==> config.mk <==
export PLATFORM = sky130hd
export DESIGN_NAME = gzip_stored_block_framer
export DESIGN_NICKNAME = d
export VERILOG_FILES = /design/src/design/gzf_pkg.sv /design/src/design/gzip_stored_block_framer.sv /design/src/design/gzf_front.sv /design/src/design/gzf_queue.sv /design/src/design/gzf_back.sv
export VERILOG_INCLUDE_DIRS = /design/src /design/src/design
export SDC_FILE = /design/constraint.sdc
export NUM_CORES = 1
export LEC_CHECK = 0
export BUFFER_PORTS_ARGS = -buffer_cell sky130_fd_sc_hd__buf_2
export CAP_MARGIN = 20
export CORE_ASPECT_RATIO = 1.1
export CORE_UTILIZATION = 50
export CTS_CLUSTER_SIZE = 24
export DETAILED_ROUTE_END_ITERATION = 10
export PLACE_DENSITY = 0.65
export RECOVER_POWER = 50
export SLEW_MARGIN = 20
export SYNTH_ARGS = -nofsm -noshare
export SYNTH_HDL_FRONTEND = slang
export SYNTH_SLANG_ARGS = --single-unit
==> constraint.sdc <==
create_clock -name clk_i -period 7.6 [get_ports clk_i]
set_input_delay 0.76 -clock clk_i [delete_from_list [all_inputs] [get_ports clk_i]]
set_output_delay 0.76 -clock clk_i [all_outputs]
set_load 0.005 [all_outputs]
==> src/design/assert_macros.svh <==
// ----------------------------------------------------------------------------
// assertion helpers shared by the framer modules
// every user has clk_i and rst_ni (active low) in scope
// ----------------------------------------------------------------------------
`ifndef ASSERT_MACROS_SVH
`define ASSERT_MACROS_SVH

// same-cycle implication
`define ASSERT_IMPL(name, ante, cons, msg) \
  name: assert property (@(posedge clk_i) disable iff (!rst_ni) (ante) |-> (cons)) \
    else $error(msg);

// next-cycle implication
`define ASSERT_NEXT(name, ante, cons, msg) \
  name: assert property (@(posedge clk_i) disable iff (!rst_ni) (ante) |=> (cons)) \
    else $error(msg);

`endif

==> src/design/gzf_pkg.sv <==
// ----------------------------------------------------------------------------
// gzf_pkg
// shared types, codes and byte tables of the gzip stored-block framer
// ----------------------------------------------------------------------------
`default_nettype none

package gzf_pkg;

  localparam int unsigned LEN_W       = 31;
  localparam int unsigned CRC_W       = 32;
  localparam int unsigned RUN_W       = 16;
  localparam int unsigned IDX_W       = 4;
  localparam int unsigned QUEUE_DEPTH = 4;

  localparam logic [LEN_W-1:0] LIMIT_RESET = LEN_W'(32'h4000_0000);
  localparam logic [CRC_W-1:0] CRC_POLY    = 32'hedb8_8320;
  localparam logic [CRC_W-1:0] CRC_INIT    = 32'hffff_ffff;
  localparam logic [RUN_W-1:0] RUN_MAX     = 16'hffff;

  // command codes
  typedef enum logic [1:0] {
    ACT_START  = 2'd0,
    ACT_CHUNK  = 2'd1,
    ACT_DATA   = 2'd2,
    ACT_FINISH = 2'd3
  } action_e;

  // result status codes
  localparam logic [1:0] ST_OK    = 2'd0;
  localparam logic [1:0] ST_LIMIT = 2'd1;
  localparam logic [1:0] ST_SEQ   = 2'd2;

  // kinds of work handed from front to back
  typedef enum logic [2:0] {
    JOB_HEAD,
    JOB_BLOCK,
    JOB_DATA,
    JOB_FINISH,
    JOB_ERROR
  } job_kind_e;

  typedef struct packed {
    job_kind_e        kind;
    logic [1:0]       status;
    logic [7:0]       dbyte;
    logic [RUN_W-1:0] run;
    logic [CRC_W-1:0] crc;
    logic [LEN_W-1:0] total;
  } job_t;

  // fixed byte sequences
  localparam logic [7:0] GZ_HEAD [10] = '{
    8'd31, 8'd139, 8'd8, 8'd0, 8'd0, 8'd0, 8'd0, 8'd0, 8'd0, 8'd255
  };
  localparam logic [7:0] FINAL_BLOCK [5] = '{8'd1, 8'd0, 8'd0, 8'd255, 8'd255};

  // index of the final output byte of each job kind
  function automatic logic [IDX_W-1:0] job_last_idx(input job_kind_e kind);
    logic [IDX_W-1:0] r;
    unique case (kind)
      JOB_HEAD:   r = IDX_W'(9);
      JOB_BLOCK:  r = IDX_W'(5);
      JOB_FINISH: r = IDX_W'(12);
      default:    r = '0;
    endcase
    return r;
  endfunction

endpackage

`default_nettype wire

==> src/design/gzip_stored_block_framer.sv <==
// ----------------------------------------------------------------------------
// gzip_stored_block_framer
// Turns start / chunk / data / finish commands into a gzip stream of stored
// deflate blocks, with crc-32 and isize trailer. A data byte inside a running
// block gives one output byte; bytes flow at one per cycle while the queue has
// room. Start gives 10 output bytes, the first byte of each run of up to 65535
// bytes gives 6 (block header plus the byte), finish gives 13, any error one,
// a chunk announcement none. Output bytes leave at one per cycle from the back
// end unless the receiver stalls; the input side is held off only when the
// QueueDepth-entry job queue between front and back is full (range 2 and up).
// ----------------------------------------------------------------------------
`default_nettype none

module gzip_stored_block_framer import gzf_pkg::*; #(
  parameter int unsigned QueueDepth = QUEUE_DEPTH
) (
  input  logic             clk_i,
  input  logic             rst_ni,
  input  logic             cfg_we_i,
  input  logic [LEN_W-1:0] cfg_wdata_i,
  input  logic             in_valid_i,
  output logic             in_stall_o,
  input  logic [1:0]       action_i,
  input  logic [LEN_W-1:0] chunk_length_i,
  input  logic [7:0]       data_byte_i,
  output logic             out_valid_o,
  input  logic             out_stall_i,
  output logic [7:0]       out_byte_o,
  output logic [1:0]       status_o,
  output logic             last_o
);

  logic q_full, q_valid, push, pop;
  job_t push_job, head_job;

  // command front
  gzf_front u_front (
    .clk_i          (clk_i),
    .rst_ni         (rst_ni),
    .cfg_we_i       (cfg_we_i),
    .cfg_wdata_i    (cfg_wdata_i),
    .in_valid_i     (in_valid_i),
    .in_stall_o     (in_stall_o),
    .action_i       (action_i),
    .chunk_length_i (chunk_length_i),
    .data_byte_i    (data_byte_i),
    .q_full_i       (q_full),
    .push_o         (push),
    .job_o          (push_job)
  );

  // job queue
  gzf_queue #(
    .Depth (QueueDepth)
  ) u_queue (
    .clk_i   (clk_i),
    .rst_ni  (rst_ni),
    .push_i  (push),
    .job_i   (push_job),
    .full_o  (q_full),
    .valid_o (q_valid),
    .pop_i   (pop),
    .job_o   (head_job)
  );

  // byte back end
  gzf_back u_back (
    .clk_i       (clk_i),
    .rst_ni      (rst_ni),
    .q_valid_i   (q_valid),
    .job_i       (head_job),
    .pop_o       (pop),
    .out_valid_o (out_valid_o),
    .out_stall_i (out_stall_i),
    .out_byte_o  (out_byte_o),
    .status_o    (status_o),
    .last_o      (last_o)
  );

endmodule

`default_nettype wire

==> src/design/gzf_front.sv <==
// ----------------------------------------------------------------------------
// gzf_front
// accepts commands, tracks stream state and crc, pushes one job per result run
// ----------------------------------------------------------------------------
`default_nettype none

module gzf_front import gzf_pkg::*; (
  input  logic             clk_i,
  input  logic             rst_ni,
  input  logic             cfg_we_i,
  input  logic [LEN_W-1:0] cfg_wdata_i,
  input  logic             in_valid_i,
  output logic             in_stall_o,
  input  logic [1:0]       action_i,
  input  logic [LEN_W-1:0] chunk_length_i,
  input  logic [7:0]       data_byte_i,
  input  logic             q_full_i,
  output logic             push_o,
  output job_t             job_o
);

  logic             failed_q, failed_d;
  logic             in_stream_q, in_stream_d;
  logic [CRC_W-1:0] crc_q, crc_d;
  logic [LEN_W-1:0] total_q, total_d;
  logic [LEN_W-1:0] chunk_left_q, chunk_left_d;
  logic [RUN_W-1:0] block_left_q, block_left_d;
  logic [LEN_W-1:0] limit_q;
  logic             accept;
  logic             over_limit;
  logic [RUN_W-1:0] run;

  // one byte through the reflected crc
  function automatic logic [CRC_W-1:0] crc_byte(input logic [CRC_W-1:0] c_in,
                                               input logic [7:0] b);
    logic [CRC_W-1:0] c;
    c = c_in ^ {24'd0, b};
    for (int i = 0; i < 8; i++) begin
      c = (c >> 1) ^ (CRC_POLY & {CRC_W{c[0]}});
    end
    return c;
  endfunction

  assign in_stall_o = q_full_i;
  assign accept     = in_valid_i && !q_full_i;

  // limit check and run length of a new block
  assign over_limit = (chunk_length_i > limit_q) || (total_q > (limit_q - chunk_length_i));
  assign run        = (chunk_left_q > LEN_W'(RUN_MAX)) ? RUN_MAX : chunk_left_q[RUN_W-1:0];

  // command decode
  always_comb begin
    failed_d     = failed_q;
    in_stream_d  = in_stream_q;
    crc_d        = crc_q;
    total_d      = total_q;
    chunk_left_d = chunk_left_q;
    block_left_d = block_left_q;
    push_o       = 1'b0;
    job_o.kind   = JOB_ERROR;
    job_o.status = ST_SEQ;
    job_o.dbyte  = data_byte_i;
    job_o.run    = run;
    job_o.crc    = ~crc_q;
    job_o.total  = total_q;
    if (accept) begin
      push_o = 1'b1;
      if (failed_q) begin
        job_o.kind = JOB_ERROR;
      end else begin
        unique case (action_e'(action_i))
          ACT_START: begin
            if (in_stream_q) begin
              failed_d = 1'b1;
            end else begin
              job_o.kind   = JOB_HEAD;
              crc_d        = CRC_INIT;
              total_d      = '0;
              chunk_left_d = '0;
              block_left_d = '0;
              in_stream_d  = 1'b1;
            end
          end
          ACT_CHUNK: begin
            if (!in_stream_q || chunk_left_q != '0) begin
              failed_d = 1'b1;
            end else if (over_limit) begin
              failed_d     = 1'b1;
              job_o.status = ST_LIMIT;
            end else begin
              push_o       = 1'b0;
              chunk_left_d = chunk_length_i;
              total_d      = total_q + chunk_length_i;
              block_left_d = '0;
            end
          end
          ACT_DATA: begin
            if (!in_stream_q || chunk_left_q == '0) begin
              failed_d = 1'b1;
            end else begin
              if (block_left_q == '0) begin
                job_o.kind   = JOB_BLOCK;
                block_left_d = run - 1'b1;
              end else begin
                job_o.kind   = JOB_DATA;
                block_left_d = block_left_q - 1'b1;
              end
              chunk_left_d = chunk_left_q - 1'b1;
              crc_d        = crc_byte(crc_q, data_byte_i);
            end
          end
          ACT_FINISH: begin
            if (!in_stream_q || chunk_left_q != '0) begin
              failed_d = 1'b1;
            end else begin
              job_o.kind  = JOB_FINISH;
              in_stream_d = 1'b0;
            end
          end
        endcase
      end
    end
  end

  // stream state
  always_ff @(posedge clk_i or negedge rst_ni) begin
    if (!rst_ni) begin
      failed_q     <= 1'b0;
      in_stream_q  <= 1'b0;
      crc_q        <= CRC_INIT;
      total_q      <= '0;
      chunk_left_q <= '0;
      block_left_q <= '0;
    end else begin
      failed_q     <= failed_d;
      in_stream_q  <= in_stream_d;
      crc_q        <= crc_d;
      total_q      <= total_d;
      chunk_left_q <= chunk_left_d;
      block_left_q <= block_left_d;
    end
  end

  // size limit register
  always_ff @(posedge clk_i or negedge rst_ni) begin
    if (!rst_ni) begin
      limit_q <= LIMIT_RESET;
    end else if (cfg_we_i) begin
      limit_q <= cfg_wdata_i;
    end
  end

endmodule

`default_nettype wire

==> src/design/gzf_queue.sv <==
// ----------------------------------------------------------------------------
// gzf_queue
// small job fifo between the command front and the byte back end
// ----------------------------------------------------------------------------
`default_nettype none

`include "assert_macros.svh"

module gzf_queue import gzf_pkg::*; #(
  parameter int unsigned Depth = QUEUE_DEPTH
) (
  input  logic clk_i,
  input  logic rst_ni,
  input  logic push_i,
  input  job_t job_i,
  output logic full_o,
  output logic valid_o,
  input  logic pop_i,
  output job_t job_o
);

  localparam int unsigned PtrW = $clog2(Depth);
  localparam int unsigned CntW = $clog2(Depth + 1);

  job_t            mem_q [Depth];
  logic [PtrW-1:0] wr_ptr_q, rd_ptr_q;
  logic [CntW-1:0] count_q;

  assign full_o  = (count_q == CntW'(Depth));
  assign valid_o = (count_q != '0);
  assign job_o   = mem_q[rd_ptr_q];

  // storage
  always_ff @(posedge clk_i) begin
    if (push_i) begin
      mem_q[wr_ptr_q] <= job_i;
    end
  end

  // pointers and fill level
  always_ff @(posedge clk_i or negedge rst_ni) begin
    if (!rst_ni) begin
      wr_ptr_q <= '0;
      rd_ptr_q <= '0;
      count_q  <= '0;
    end else begin
      if (push_i) begin
        wr_ptr_q <= (wr_ptr_q == PtrW'(Depth - 1)) ? '0 : wr_ptr_q + 1'b1;
      end
      if (pop_i) begin
        rd_ptr_q <= (rd_ptr_q == PtrW'(Depth - 1)) ? '0 : rd_ptr_q + 1'b1;
      end
      if (push_i && !pop_i) begin
        count_q <= count_q + 1'b1;
      end else if (pop_i && !push_i) begin
        count_q <= count_q - 1'b1;
      end
    end
  end

  `ASSERT_IMPL(a_no_overflow, full_o, !push_i, "item pushed into full queue")
  `ASSERT_IMPL(a_no_underflow, !valid_o, !pop_i, "pop from empty queue")
  `ASSERT_NEXT(a_count_up, push_i && !pop_i, count_q == $past(count_q) + 1'b1, "fill level lost")

endmodule

`default_nettype wire

==> src/design/gzf_back.sv <==
// ----------------------------------------------------------------------------
// gzf_back
// expands queued jobs into output bytes, one a cycle unless stalled, via an output register
// ----------------------------------------------------------------------------
`default_nettype none

`include "assert_macros.svh"

module gzf_back import gzf_pkg::*; (
  input  logic       clk_i,
  input  logic       rst_ni,
  input  logic       q_valid_i,
  input  job_t       job_i,
  output logic       pop_o,
  output logic       out_valid_o,
  input  logic       out_stall_i,
  output logic [7:0] out_byte_o,
  output logic [1:0] status_o,
  output logic       last_o
);

  logic [IDX_W-1:0] idx_q;
  logic             out_valid_q;
  logic [7:0]       out_byte_q;
  logic [1:0]       out_status_q;
  logic             out_last_q;
  logic             load;
  logic             is_last;
  logic [7:0]       byte_sel;
  logic [1:0]       status_sel;

  assign load    = q_valid_i && (!out_valid_q || !out_stall_i);
  assign is_last = (idx_q == job_last_idx(job_i.kind));
  assign pop_o   = load && is_last;

  // byte of the current job at the current index
  always_comb begin
    byte_sel   = 8'd0;
    status_sel = ST_OK;
    case (job_i.kind)
      JOB_HEAD: byte_sel = GZ_HEAD[idx_q];
      JOB_BLOCK: begin
        case (idx_q)
          IDX_W'(1): byte_sel = job_i.run[7:0];
          IDX_W'(2): byte_sel = job_i.run[15:8];
          IDX_W'(3): byte_sel = ~job_i.run[7:0];
          IDX_W'(4): byte_sel = ~job_i.run[15:8];
          IDX_W'(5): byte_sel = job_i.dbyte;
          default:   byte_sel = 8'd0;
        endcase
      end
      JOB_DATA: byte_sel = job_i.dbyte;
      JOB_FINISH: begin
        case (idx_q)
          IDX_W'(5):  byte_sel = job_i.crc[7:0];
          IDX_W'(6):  byte_sel = job_i.crc[15:8];
          IDX_W'(7):  byte_sel = job_i.crc[23:16];
          IDX_W'(8):  byte_sel = job_i.crc[31:24];
          IDX_W'(9):  byte_sel = job_i.total[7:0];
          IDX_W'(10): byte_sel = job_i.total[15:8];
          IDX_W'(11): byte_sel = job_i.total[23:16];
          IDX_W'(12): byte_sel = {1'b0, job_i.total[30:24]};
          default:    byte_sel = (idx_q < IDX_W'(5)) ? FINAL_BLOCK[idx_q[2:0]] : 8'd0;
        endcase
      end
      default: status_sel = job_i.status;
    endcase
  end

  // byte index within the job
  always_ff @(posedge clk_i or negedge rst_ni) begin
    if (!rst_ni) begin
      idx_q <= '0;
    end else if (load) begin
      idx_q <= is_last ? '0 : idx_q + 1'b1;
    end
  end

  // output register
  always_ff @(posedge clk_i or negedge rst_ni) begin
    if (!rst_ni) begin
      out_valid_q <= 1'b0;
    end else if (load) begin
      out_valid_q <= 1'b1;
    end else if (!out_stall_i) begin
      out_valid_q <= 1'b0;
    end
  end

  always_ff @(posedge clk_i) begin
    if (load) begin
      out_byte_q   <= byte_sel;
      out_status_q <= status_sel;
      out_last_q   <= is_last;
    end
  end

  assign out_valid_o = out_valid_q;
  assign out_byte_o  = out_byte_q;
  assign status_o    = out_status_q;
  assign last_o      = out_last_q;

  `ASSERT_IMPL(a_idx_needs_job, idx_q != '0, q_valid_i, "job left queue mid expansion")
  `ASSERT_IMPL(a_error_shape, out_valid_q && (out_status_q != ST_OK), out_last_q && (out_byte_q == 8'd0), "error item not single zero byte")
  `ASSERT_NEXT(a_pop_restarts, pop_o, idx_q == '0, "index not cleared after job")

endmodule

`default_nettype wire

== Word-level counts from Yosys, hierarchy flattened ==
Memory sizes are Yosys's and may differ from the RTL's.
Index checks and enable logic that the tools add are counted.
Storage, ports and cells
  memory bits (read-only): 192
  output and inout bits: 13
  bits of input ports: 77
  RAM bits: 368
  logic and storage cells: 167
  memories: 3
  bits in registers: 166
Cells by class
  muxes and demuxes: 59
  $add $sub $neg: 10
  bitwise operators: 15
  $lt $le $gt $ge: 6
  eq/ne operators: 28
  reductions and logical operators: 31
Memory list
  u_queue.mem_q: words 4, bits a word 92, read ports 1, clocked after Yosys merged registers in 0, wr ports 1, RTL line gzf_queue.sv:25  | job_t mem_q [Depth];
  (no name shown): words 16, bits a word 8, read ports 1, clocked after Yosys merged registers in 0, wr ports 0, RTL line gzf_back.sv:41  | JOB_HEAD: byte_sel = GZ_HEAD[idx_q];
  (no name shown): words 8, bits a word 8, read ports 1, clocked after Yosys merged registers in 0, wr ports 0, RTL line gzf_back.sv:63  | default: byte_sel = (idx_q < IDX_W'(5)) ? FINAL_BLOCK[idx_q[2:0]] : 8'd0;
Operators by type and width (count)
  $xor A31 B32 Y32: 8
  $mux W31: 6
  $mux W16: 6
  $pmux W31 S3: 1
  $mux W32: 2
  $pmux W32 S2: 1
  $pmux W8 S8: 1
  $gt A31 B31 Y1: 2
  $pmux W31 S2: 1
  $pmux W16 S3: 1
  $mux W8: 5
  $pmux W8 S5: 1
  $not A32 Y32: 1
  $pmux W8 S4: 1
  $sub A16 B1 Y16 const B: 2
  $xor A32 B8 Y32: 1
  $add A31 B31 Y31: 1
  $gt A31 B16 Y1 const B: 1
  $logic_not A31 Y1: 1
  $reduce_bool A31 Y1: 1
  $sub A31 B1 Y31 const B: 1
  $sub A31 B31 Y31: 1
  $eq A4 B4 Y1 const B: 5
  $mux W3: 6
  43 further kinds: 92

== Depth between registers and ports, before layout ==
  depth after elaboration: 12
  mapped depth: 29
  mapped depth without buffers: 29

== Cells and area by module ==
From an unflattened synthesis, not the netlist that was laid out.
Second synthesis, totals
  cell total of the unflattened synthesis: 2158
  area, all modules: 27527.7 µm²
By module, submodules not included
  gzf_queue: cells each 518, instances 1, seq. area each 11225.8 µm², area each 13751.9 µm²
  gzf_front: cells each 1391, instances 1, seq. area each 3619.7 µm², area each 11927.7 µm²
  gzf_back: cells each 249, instances 1, seq. area each 455.4 µm², area each 1848.0 µm²

== Worst setup path after synthesis ==
Ideal clock, no wire load.
  kind: input to register
  start point: input chunk_length_i[0]
  end point: memory u_queue.mem_q[2][0] (netlist name), enable pin
  stages on the path: 23
  path buffers: 0
  required time: 7.139 ns
  setup time: 0.461 ns
  arrival: 7.029 ns
  setup slack: 0.110 ns
  cell sequence: ha_1 > inv_1 > fa_1 > a211oi_1 > o21ai_0 > and3_1 > o21ai_0 > nand2_1 > a21o_1 > a21o_1 > a21o_1 > a21oi_1 > xor2_1 > ha_1 > nand4_1 > nor4_1 > nand2_1 > a31oi_1 > nor3_1 > nor2_1 > a2111oi_2 > a21oi_1 > and2_1
Between the ends
  longest elaborated chain between the ends: 10
  elaborated cells between the ends (all ways): 11
  classes of those cells: 1 x add/sub; 2 x order compare; 7 x mux; 1 x reduce/logical
Ends and longest elaborated chain
  start: declaration: RTL line gzip_stored_block_framer.sv:24  | input logic [LEN_W-1:0] chunk_length_i,
  $sub A31 B31 Y31: RTL line gzf_front.sv:48  | assign over_limit = (chunk_length_i > limit_q) || (total_q > (limit_q - chunk_length_i));
  $gt A31 B31 Y1: RTL line gzf_front.sv:48
  $logic_or A1 B1 Y1 (*): RTL line gzf_front.sv:48
  $mux W1 (*): RTL line gzf_front.sv:87  | end else if (over_limit) begin
  $mux W1 (*): RTL line gzf_front.sv:85  | if (!in_stream_q || chunk_left_q != '0) begin
  $mux W1 (*): RTL line gzf_front.sv:71  | unique case (action_e'(action_i))
  $mux W1 (*): RTL line gzf_front.sv:68  | if (failed_q) begin
  $mux W1 (*): RTL line gzf_front.sv:66  | if (accept) begin
  named net push: RTL line gzip_stored_block_framer.sv:33  | logic q_full, q_valid, push, pop;
  $mux W1 (*): RTL line gzf_queue.sv:35  | if (push_i) begin
  $mux W1 (not written as such) (*): RTL line gzf_queue.sv:36  | mem_q[wr_ptr_q] <= job_i;
  end: declaration: RTL line gzf_queue.sv:25
Mark *: on every way through the listed nets, which the timed path passes. The rest lies on a longest branch.

== Worst setup path in the final report ==
  start point: register u_front.limit_q[0]
  end point: memory u_queue.mem_q[3][15] (netlist name), enable pin
Between the ends
  longest elaborated chain between the ends: 10
  elaborated cells between the ends (all ways): 11
  classes of those cells: 1 x add/sub; 2 x order compare; 7 x mux; 1 x reduce/logical
Ends and longest elaborated chain
  start: declaration: RTL line gzf_front.sv:28  | logic [LEN_W-1:0] limit_q;
  start signal: assignment: RTL line gzf_front.sv:149  | limit_q <= cfg_wdata_i;
  $sub A31 B31 Y31: RTL line gzf_front.sv:48
  $gt A31 B31 Y1: RTL line gzf_front.sv:48
  $logic_or A1 B1 Y1 (*): RTL line gzf_front.sv:48
  $mux W1 (*): RTL line gzf_front.sv:87
  $mux W1 (*): RTL line gzf_front.sv:85
  $mux W1 (*): RTL line gzf_front.sv:71
  $mux W1 (*): RTL line gzf_front.sv:68
  $mux W1 (*): RTL line gzf_front.sv:66
  named net push: RTL line gzip_stored_block_framer.sv:33
  $mux W1 (*): RTL line gzf_queue.sv:35
  $mux W1 (not written as such) (*): RTL line gzf_queue.sv:36
Marked as above.

==> run metrics <==
Mapped Area 26,880 um^2; Synth Warn # 0; final hold vios 0; Gate Count Post-Synth 2,076; CTS Buf Count 54; max-cap violations 4; skew final 0.02085 ns; first-pass GRT wire length 104.2 mm; Routed WL 67.19 mm; CP Max Fanout 22; Peak VDD IR 0.0001747 V; top-area cell type share of the netlist area 42.35%; PnR worst setup slack 1.066 ns; failing checks capacitance limit, slew limit; via count 17,651; IO Port Bufs 89; DRC Markers 0; most common cell after layout, fill and taps aside edfxtp_1; fmax 153.0 MHz; clk slew on worst S/H paths 0.06 ns; area of the multi-input gates 10,800 um^2; diode count 0; synth unique cells 80; fin crit period 6.534 ns; # Post-CTS Setup Buffers 0; Hold WC Path Type in -> reg; layout cells sized above 1 16.10%; gr ovfl total 0; Post-synth EDFFs 379; critical path arrival 6.82 ns; H-Tree Depth 2; asr flop ratio synth 29.03%; Synth area leader edfxtp_1; Detail Route Antenna Nets 0; Worst Max-Slew Pin Slew 4.917 ns; core area 52,740 um^2; Layout area overhead 11.82%; Seq/Total Area, Yosys 56.93%; largest net degree at the start of global routing 84; RSZ-0062 raised after global routing no; Die Area 54,680 um^2; final net count 2,368; Sequential Area 15,300 um^2; Worst Setup Path Type reg -> reg; Synth Register Bits 534; cts repair resizes 0; HPWL Detailed 47.80 mm; net count after synthesis 2,268; Avg Inst Size Synth 12.95 um^2; GP Congestion 0.9143; highest-count cells in the layout ignoring fill and taps edfxtp_1, nand2_1, dfrtp_1; Total GRT Usage 25.07%; CTS tree yes; worst slack at placement 0.5732 ns; hold_buf cts 0; Critical Path End Type flip-flop; clk sinks 534; Initial Util 50.96%; Die Height 245.2 um; clk buf depth 3; setup TNS 0 ns; slew margin rel. -227.8%; WL/cell 23.23 um; setup-violating endpoint count in the final report 0; clk root buf clkbuf_16; Worst-Skew Late Latency 0.61 ns; first-pass iteration count of the detailed router 7; I/O pins 90; Leak 10.81 nW; Power Dens Cells 298.3 nW/um^2; Avg Vias per Cell 6.103; Critical Path RT 7.89 ns; top post-synthesis cells by area edfxtp_1, dfrtp_1, mux4_2; CP most frequent cell a21o_1; First DRT Iteration DRCs 1,479; initial antenna violation count 0; fin crit share 85.97%; Pins Over Slew Limit 229; Synth Flop Type edfxtp_1; worst stage delay on the critical path 0.43 ns; Die W 223.1 um; # fillers 4,259; FP Rows 88; Worst path slowest cell nor2_1; vias in the first global route 17,593; Setup crit start kind flip-flop; status finished, violations left
-- sequential cells by signal (all words and copies together), names as in the netlist, 2 cells and up --
name                  cells
u_back.out_byte_o         8
u_back.status_o           2
u_front.block_left_q     16
u_queue.rd_ptr_q          2
u_queue.mem_q           368
u_front.limit_q          31
u_back.idx_q              4
u_front.crc_q            32
u_front.chunk_left_q     31
u_queue.count_q           3
u_queue.wr_ptr_q          2
u_front.total_q          31
-- through the flow --
step / cells / hold WS [ns] / area, um^2 / total power [mW] / util, %
5_1_grt: 2892 / 0.3512 / 30050 / 9.367 / 56.98
3_3_place_gp: 2795 / 0.4524 / 28260 / 6.266 / 53.59
6_report: 2892 / 0.3741 / 30050 / 8.963 / 56.98
2_1_floorplan: 2076 / 0.4363 / 26880 / 5.467 / -
3_5_place_dp: 2795 / 0.4557 / 28270 / 6.322 / 53.60
4_1_cts: 2892 / 0.2512 / 30090 / 9.045 / 57.05
-- critical path, delay by kind of cell (launching register included) --
| family | cells | cell delay, ns |
|---|---|---|
| xor gates and xnor gates | 1 | 0.10 |
| adders and majority gates | 3 | 0.88 |
| AOI/OAI and AO/OA | 10 | 2.33 |
| DFF | 1 | 0.36 |
| and+or+nand+nor | 8 | 1.89 |
| buffers and inverters | 4 | 0.66 |
-- report_power, final --
group,switching (mW),internal (mW),leakage [nW]
combinational,1.45,1.00,5.18
clock,1.10,1.62,0.887
sequential,0.191,3.60,4.74
-- synth_stat cells (11+ instances only) --
library cell and n:
a22oi_1 21, dfstp_2 33, buf_2 16, nand2_1 133, o22ai_1 14, mux2_2 33
a21o_1 45, o21a_1 11, and3_1 19, a31oi_1 17, nor2_1 103, edfxtp_1 379
nand2b_1 15, a22o_1 41, o22a_1 33, buf_1 13, nand4_1 16, mux4_2 90
xor2_1 32, nand3_1 37, mux2i_1 11, ha_1 112, a21oi_1 114, dfrtp_1 122
nor4_1 12, inv_1 115, clkbuf_1 56, o21ai_1 20, o31ai_1 16, and2_1 19
nor3_1 34, xnor2_1 101, o21ai_0 98
-- per-layer routing --
| layer | track usage, % | routed length, um | vias up |
|---|---|---|---|
| met1 | 33.56 | 28510 | 8799 |
| met4 | 12.21 | 3343 | 0 |
| li1 | - | - | 8132 |
| met5 | 0 | 0 | - |
| met3 | 2.813 | 3453 | 127 |
| met2 | 40.96 | 31890 | 593 |
-- path summary, 6_finish.rpt --
kind                                     from                        to  slack (ns)  cells after the start
min in group asynchronous              rst_ni  u_front.chunk_left_q[23]        1.95                      1
max in group asynchronous              rst_ni        u_front.total_q[6]        1.97                      2
min reg2reg                  u_front.failed_q          u_front.failed_q        0.49                      2
max reg2reg                u_front.limit_q[0]      u_queue.mem_q[3][15]        1.07                     26
max                        u_front.limit_q[0]      u_queue.mem_q[3][15]        1.07                     26
min                            cfg_wdata_i[0]        u_front.limit_q[0]        0.37                      3
-- area by class of cell --
| cell class | instances | share of cell area [%] |
|---|---|---|
| Inverter | 117 | 1.461 |
| Multi-Input combinational cell | 1338 | 35.93 |
| Clock inverter | 26 | 1.066 |
| Timing Repair Buffer | 131 | 2.823 |
| Sequential cell | 534 | 50.93 |
| Tap cell | 675 | 2.810 |
| Clock buffer | 71 | 4.980 |
-- cell families after synthesis --
| logic type | count (synthesis) | synth area share (%) |
|---|---|---|
| xor+xnor | 133 | 4.334 |
| mux | 134 | 9.334 |
| compound gates | 518 | 13.06 |
| flops | 534 | 56.93 |
| buf+inv | 204 | 2.980 |
| fa+ha+maj | 115 | 5.438 |
| simple gates | 438 | 7.919 |
Power figures use the tool's default switching activity.
